`src/sv/kmcd_pkg.sv`:
```
// Package with shared constants, codes and types for the keypad matrix change detector.
package kmcd_pkg;

   // Matrix geometry: eight ordinary rows plus the ground row.
   localparam int ROWS       = 9;
   localparam int COLS       = 8;
   localparam int SCAN_WORDS = 5;
   localparam int ROW_IDX_W  = 4;
   localparam int CHANGE_BIT = 15;

   // Index of the ground (all-rows) row.
   localparam logic [ROW_IDX_W-1:0] GROUND_ROW = ROW_IDX_W'(ROWS - 1);

   // Result status codes.
   localparam logic [1:0] STATUS_ROW_CHANGED = 2'd0;
   localparam logic [1:0] STATUS_UNSTABLE    = 2'd1;
   localparam logic [1:0] STATUS_GLITCH      = 2'd2;
   localparam logic [1:0] STATUS_NO_CHANGE   = 2'd3;

   typedef logic [COLS-1:0] row_type;

   // Sequencer states.
   typedef enum logic [2:0] {
      ST_IDLE,
      ST_SCAN,
      ST_DECIDE,
      ST_EMIT,
      ST_REPORT
   } state_type;

endpackage

```
`src/sv/keypad_matrix_change_detector.sv`:
```
// Keypad matrix change detector: checks one scan snapshot and reports every changed row or one status word.
//
//   Port group   Direction   Handshake            Contents
//   req_*        in          req_valid/req_stall  five scan words of one snapshot
//   rsp_*        out         rsp_valid/rsp_stall  status, row, changed and pressed masks, last
//
// A snapshot is captured, each row in turn passes through the shared mask-and-compare
// unit, a decision step follows, and the rows are walked to send out the changes.
// An unstable snapshot's status word is sent from the report state, without a row scan.
// Synchronous active-high reset clears the sequencer, the output valid flag and the stored rows.
// A stalled output holds the walk; the next snapshot is taken once the walk is done,
// even while the final word still waits in the output register.
module keypad_matrix_change_detector (
   input  logic                              clock,
   input  logic                              reset,
   input  logic                              req_valid,
   output logic                              req_stall,
   input  logic [23:0]                       req_scan_word_0,
   input  logic [23:0]                       req_scan_word_1,
   input  logic [23:0]                       req_scan_word_2,
   input  logic [23:0]                       req_scan_word_3,
   input  logic [15:0]                       req_scan_word_4,
   output logic                              rsp_valid,
   input  logic                              rsp_stall,
   output logic [1:0]                        rsp_status,
   output logic [kmcd_pkg::ROW_IDX_W-1:0]    rsp_row_index,
   output logic [kmcd_pkg::COLS-1:0]         rsp_changed_mask,
   output logic [kmcd_pkg::COLS-1:0]         rsp_pressed_mask,
   output logic                              rsp_last
);
   import kmcd_pkg::*;

   state_type            state_ff, state_in;
   logic [ROW_IDX_W-1:0] idx_ff, idx_in;
   row_type              cur_ff [ROWS];
   row_type              cur_in [ROWS];
   row_type              prev_ff [ROWS];
   row_type              prev_in [ROWS];
   logic [ROWS-1:0]      diff_ff, diff_in;
   row_type              common_ff, common_in;
   logic [1:0]           report_ff, report_in;

   logic                 rsp_valid_ff, rsp_valid_in;
   logic [1:0]           rsp_status_ff, rsp_status_in;
   logic [ROW_IDX_W-1:0] rsp_row_ff, rsp_row_in;
   row_type              rsp_changed_ff, rsp_changed_in;
   row_type              rsp_pressed_ff, rsp_pressed_in;
   logic                 rsp_last_ff, rsp_last_in;

   logic                 slot_free;
   logic                 unstable;
   row_type              row_sel;
   row_type              masked;
   logic [ROWS-1:0]      higher_diff;

   // The change bit of every word must match that of the first word.
   assign unstable = (req_scan_word_1[CHANGE_BIT] != req_scan_word_0[CHANGE_BIT]) ||
                     (req_scan_word_2[CHANGE_BIT] != req_scan_word_0[CHANGE_BIT]) ||
                     (req_scan_word_3[CHANGE_BIT] != req_scan_word_0[CHANGE_BIT]) ||
                     (req_scan_word_4[CHANGE_BIT] != req_scan_word_0[CHANGE_BIT]);

   // The output register can take a word when empty or when its word leaves now.
   assign slot_free = !rsp_valid_ff || !rsp_stall;

   // Shared unit: select one row, strip the ground columns from ordinary rows.
   assign row_sel = cur_ff[idx_ff];
   assign masked  = (idx_ff == GROUND_ROW) ? row_sel : (row_sel & ~cur_ff[GROUND_ROW]);

   // Changed rows above the current one; none left means this word is the last.
   assign higher_diff = (diff_ff >> idx_ff) >> 1;

   // Registers.
   always_ff @(posedge clock) begin
      if (reset) begin
         state_ff     <= ST_IDLE;
         rsp_valid_ff <= 1'b0;
         for (int r = 0; r < ROWS; r++) begin
            prev_ff[r] <= '0;
         end
      end else begin
         state_ff     <= state_in;
         rsp_valid_ff <= rsp_valid_in;
         prev_ff      <= prev_in;
      end
      idx_ff         <= idx_in;
      cur_ff         <= cur_in;
      diff_ff        <= diff_in;
      common_ff      <= common_in;
      report_ff      <= report_in;
      rsp_status_ff  <= rsp_status_in;
      rsp_row_ff     <= rsp_row_in;
      rsp_changed_ff <= rsp_changed_in;
      rsp_pressed_ff <= rsp_pressed_in;
      rsp_last_ff    <= rsp_last_in;
   end

   // Sequencer: next state and datapath controls.
   always_comb begin
      state_in       = state_ff;
      idx_in         = idx_ff;
      cur_in         = cur_ff;
      prev_in        = prev_ff;
      diff_in        = diff_ff;
      common_in      = common_ff;
      report_in      = report_ff;
      rsp_valid_in   = rsp_valid_ff && rsp_stall;
      rsp_status_in  = rsp_status_ff;
      rsp_row_in     = rsp_row_ff;
      rsp_changed_in = rsp_changed_ff;
      rsp_pressed_in = rsp_pressed_ff;
      rsp_last_in    = rsp_last_ff;

      unique case (state_ff)
         ST_IDLE: begin
            if (req_valid) begin
               cur_in[0]          = ~req_scan_word_0[7:0];
               cur_in[1]          = ~req_scan_word_0[23:16];
               cur_in[2]          = ~req_scan_word_1[7:0];
               cur_in[3]          = ~req_scan_word_1[23:16];
               cur_in[4]          = ~req_scan_word_2[7:0];
               cur_in[5]          = ~req_scan_word_2[23:16];
               cur_in[6]          = ~req_scan_word_3[7:0];
               cur_in[7]          = ~req_scan_word_3[23:16];
               cur_in[GROUND_ROW] = ~req_scan_word_4[7:0];
               idx_in             = '0;
               common_in          = '1;
               diff_in            = '0;
               if (unstable) begin
                  report_in = STATUS_UNSTABLE;
                  state_in  = ST_REPORT;
               end else begin
                  state_in  = ST_SCAN;
               end
            end
         end

         // One row per cycle: shared-column AND, ground strip, compare with stored row.
         ST_SCAN: begin
            if (idx_ff != GROUND_ROW) begin
               common_in      = common_ff & row_sel;
               cur_in[idx_ff] = masked;
            end
            diff_in[idx_ff] = (masked != prev_ff[idx_ff]);
            if (idx_ff == GROUND_ROW) begin
               state_in = ST_DECIDE;
            end else begin
               idx_in = idx_ff + 1'b1;
            end
         end

         ST_DECIDE: begin
            idx_in = '0;
            if ((cur_ff[GROUND_ROW] & common_ff) != common_ff) begin
               report_in = STATUS_GLITCH;
               state_in  = ST_REPORT;
            end else if (diff_ff == '0) begin
               report_in = STATUS_NO_CHANGE;
               state_in  = ST_REPORT;
            end else begin
               state_in  = ST_EMIT;
            end
         end

         // Walk the rows, sending a word for each changed one and updating the stored row.
         ST_EMIT: begin
            if (!diff_ff[idx_ff] || slot_free) begin
               if (diff_ff[idx_ff]) begin
                  rsp_valid_in   = 1'b1;
                  rsp_status_in  = STATUS_ROW_CHANGED;
                  rsp_row_in     = idx_ff;
                  rsp_changed_in = cur_ff[idx_ff] ^ prev_ff[idx_ff];
                  rsp_pressed_in = cur_ff[idx_ff];
                  rsp_last_in    = (higher_diff == '0);
                  prev_in[idx_ff] = cur_ff[idx_ff];
               end
               if (idx_ff == GROUND_ROW) begin
                  state_in = ST_IDLE;
               end else begin
                  idx_in = idx_ff + 1'b1;
               end
            end
         end

         // Single status word for unstable, glitch and no-change snapshots.
         ST_REPORT: begin
            if (slot_free) begin
               rsp_valid_in   = 1'b1;
               rsp_status_in  = report_ff;
               rsp_row_in     = '0;
               rsp_changed_in = '0;
               rsp_pressed_in = '0;
               rsp_last_in    = 1'b1;
               state_in       = ST_IDLE;
            end
         end

         default: begin
            state_in = ST_IDLE;
         end
      endcase
   end

   assign req_stall        = (state_ff != ST_IDLE);
   assign rsp_valid        = rsp_valid_ff;
   assign rsp_status       = rsp_status_ff;
   assign rsp_row_index    = rsp_row_ff;
   assign rsp_changed_mask = rsp_changed_ff;
   assign rsp_pressed_mask = rsp_pressed_ff;
   assign rsp_last         = rsp_last_ff;

   // A status word other than a row change is always the only word and carries no masks.
   a_status_last: assert property (@(posedge clock) disable iff (reset)
      rsp_valid && (rsp_status != STATUS_ROW_CHANGED) |->
         rsp_last && (rsp_row_index == '0) && (rsp_changed_mask == '0) &&
         (rsp_pressed_mask == '0))
      else $error("status word carries row data");

   // A row change word names a real row and a nonzero change.
   a_row_change: assert property (@(posedge clock) disable iff (reset)
      rsp_valid && (rsp_status == STATUS_ROW_CHANGED) |->
         (rsp_row_index <= GROUND_ROW) && (rsp_changed_mask != '0))
      else $error("row change word out of range or empty");

   // A taken snapshot closes the input until the sequencer is done.
   a_busy_after_accept: assert property (@(posedge clock) disable iff (reset)
      req_valid && !req_stall |=> req_stall)
      else $error("input open right after accept");

   // The row walk never runs past the ground row.
   a_index_range: assert property (@(posedge clock) disable iff (reset)
      (state_ff == ST_SCAN) || (state_ff == ST_EMIT) |-> (idx_ff <= GROUND_ROW))
      else $error("row index past ground row");

endmodule
```
`config.mk`:
```
export PLATFORM = sky130hd
export DESIGN_NAME = keypad_matrix_change_detector
export DESIGN_NICKNAME = d
export VERILOG_FILES = /design/src/sv/kmcd_pkg.sv /design/src/sv/keypad_matrix_change_detector.sv
export SDC_FILE = /design/constraint.sdc
export NUM_CORES = 1
export LEC_CHECK = 0
export ABC_AREA = 1
export BUFFER_PORTS_ARGS = -buffer_cell sky130_fd_sc_hd__clkbuf_2
export CORE_ASPECT_RATIO = 0.5
export CORE_MARGIN = 5
export CORE_UTILIZATION = 35
export DETAILED_ROUTE_END_ITERATION = 8
export PLACE_DENSITY_LB_ADDON = 0.3
export SKIP_LAST_GASP = 1
export SLEW_MARGIN = 20
export SYNTH_ARGS = -nofsm -noshare
export SYNTH_HDL_FRONTEND = slang
export SYNTH_SLANG_ARGS = --single-unit
```
`constraint.sdc`:
```
create_clock -name clock -period 5.6 [get_ports clock]
set_clock_uncertainty 0.1 [all_clocks]
set_input_delay 0.56 -clock clock [delete_from_list [all_inputs] [get_ports clock]]
set_output_delay 0.56 -clock clock [all_outputs]
set_load 0.05 [all_outputs]
```
==> impl_metrics.tcl <==
set metrics [dict create \
    status "completed" \
    power_uw 7420 \
    wl_met3_um 2790 \
    post-route-drc-count 0 \
    dp_hpwl_um 22800 \
    syn-num-nets 1402 \
    hold_buffers 0 \
    postSynthAreaPerCell_um2 7.73 \
    grt_max_degree 98 \
    insertion_delay_ns 0.45 \
    worst_path_largest_cell_delay_ns 0.68 \
    fin_tns_setup_ns 0 \
    die_w_um 248 \
    dr.pass1.iters 6 \
    multiInputGateArea_um2 3990 \
    syn_inst 1282 \
    met2WireLength_um 14600 \
    postRouteAntennaNets 0 \
    postCtsResizedCells 0 \
    p_leak_uw 0.00465 \
    synth_ff_type "edfxtp_1" \
    die_height_um 129 \
    async_flop_share 0 \
    global_route.overflow_total 0 \
    drive_above_1_share 0.138 \
    slew_headroom 0.318 \
    ff2ff_setup_slack_ns 1.78 \
    cp_cell_sequence "inv_2 -> nand2_1 -> nor2_2 -> inv_1 -> nor2_1 -> nor3_1 -> nand2_1 -> nand2_1 -> nor2_4 -> nand2_1 -> nand2_1 -> a21oi_1" \
    dieArea_um2 32000 \
    wl_per_cell_um 18.4 \
    synthesis.area_um2 9910 \
    hold_class "in -> reg" \
    vias 9298 \
    placedInstanceArea_um2 10800 \
    cts_buffer_depth 2 \
    path_clk_slew_ns 0.07 \
    worstPathArrival_ns 4.00 \
    track_usage 0.204 \
    synth_edf_count 118 \
    rsz0062_at_grt "no" \
    synthDistinctLibCells 32 \
    min_period_ns 3.82 \
    fillers 2867 \
    setup.worst_path.end_class "register" \
    numCtsBuffers 17 \
    place.port_buffers 105 \
    ys_ff_latch 194 \
    cts_root_buf "clkbuf_16" \
    postCtsSetupBuffers 0 \
    power_density_nw_per_um2 651 \
    cp.required_ns 5.79 \
    top_layer "met4" \
    cp-start-kind "register" \
    max_freq_mhz 262 \
    worst_pin_slew_ns 1.02 \
    layout.nets 1487 \
    wl_met1_um 14600 \
    cpMaxStageDelayCell "nor2_4" \
    final_hold_viol_count 0 \
    drv_cap 0 \
    io_pins 141 \
    syn_to_final_growth_pct 15.0 \
    clkSinkCount 194 \
    totalWireLength_um 32400 \
    rows 43 \
    layout_common_cells "nand2_1, nand3_1, inv_1" \
    initial_utilization 0.356 \
    slew_viol_final 0 \
    diodes 0 \
    final_common_cell "nand2_1" \
    vias_per_cell 5.28 \
    cpMostUsedCell "nand2_1" \
    ys_seq_area_frac 0.511 \
    antenna_found_initial 0 \
    seqCellArea_um2 5060 \
    final_area_um2 11400 \
    cp_max_fo 38 \
    drt_iter0_markers 1064 \
    period_share 0.682 \
    ir_drop_uv 254 \
    synth_warnings 0 \
    report.final.setup_viol 0 \
    worstSetupPathType "reg -> reg" \
    grt_pass1_vias 8901 \
    core_um2 27800 \
    cts_tree "built" \
    gp_congestion 0.893 \
    grt_pass1_wl_um 50500 \
    htreeDepth 4 \
]
cell usage after synthesis, types with 6 or more instances:
| cell type | instances | area, µm² |
|---|---|---|
| edfxtp_1 | 118 | 3540 |
| a21oi_1 | 96 | 480 |
| nor2_2 | 6 | 37.5 |
| o22ai_1 | 76 | 475 |
| inv_1 | 136 | 510 |
| buf_2 | 30 | 150 |
| nand2_1 | 338 | 1270 |
| dfxtp_1 | 76 | 1520 |
| nand4_1 | 8 | 50.1 |
| nor3_1 | 9 | 45.0 |
| nand3_1 | 150 | 751 |
| inv_2 | 14 | 52.6 |
| clkbuf_1 | 27 | 101 |
| nor2_1 | 128 | 480 |
| o21ai_0 | 38 | 190 |
per-layer routing:
metal / vias up / GRT usage
li1: 4436 / -
met1: 4436 / 0.287
met2: 389 / 0.321
met3: 37 / 0.0511
met4: 0 / 0.0443
met5: - / 0
where the power goes:
group	internal, µW	total, µW	switching (µW)
clock network	703	1260	562
logic	883	3820	2940
registers	2160	2330	180
worst max-delay path, delay by kind of cell, from the launching register on:
| family | cells | cell delay, ns |
|---|---|---|
| and+or+nand+nor | 9 | 2.47 |
| DFF | 1 | 0.63 |
| buffers and inverters | 2 | 0.36 |
| AOI/OAI and AO/OA | 1 | 0.07 |
cell families after synthesis:
| family | share of synthesized area |
|---|---|
| DFF | 0.511 |
| adders and majority gates | 0.00505 |
| and+or+nand+nor | 0.274 |
| AOI/OAI and AO/OA | 0.122 |
| buffers and inverters | 0.0878 |
registers in the layout, summed over array words and instances, names as in the netlist:
name and count:
diff_ff 9, rsp_valid 1, rsp_row_index 4, state_ff 3
report_ff 2, idx_ff 4, prev_ff 72, common_ff 8
rsp_pressed_mask 8, rsp_changed_mask 8, rsp_last 1, cur_ff 72
rsp_status 2
through the flow:
step / hold slack [ns] / worst slack, ns / util / std cells
after floorplan: 0.336 / 2.68 / - / 1282
after global placement: 0.344 / 1.88 / 0.389 / 1730
after detailed placement: 0.352 / 1.85 / 0.389 / 1730
after CTS: 0.306 / 1.82 / 0.410 / 1762
after global routing: 0.309 / 1.45 / 0.410 / 1762
final: 0.320 / 1.78 / 0.410 / 1762
area by class of cell:
type                       count  share of cell area
clock buffer                  19              0.0380
clock inverter                13              0.0139
inverter                     151              0.0497
multi-input combinational    873               0.350
sequential                   194               0.444
tap                          382              0.0419
timing repair buffer         130              0.0625
final timing paths:
| path | startpoint | endpoint | depth (start not counted) |
|---|---|---|---|
| worst max register to register | idx_ff[3]$_SDFFCE_PN0P_ | prev_ff[51]$_SDFFE_PP0P_ | 12 |
| worst min-delay path | rsp_stall | rsp_valid$_SDFF_PP0_ | 3 |
| worst min register to register | prev_ff[55]$_SDFFE_PP0P_ | prev_ff[55]$_SDFFE_PP0P_ | 2 |
| worst max-delay path | idx_ff[3]$_SDFFCE_PN0P_ | prev_ff[51]$_SDFFE_PP0P_ | 12 |
(Power assumes the default switching activity.)
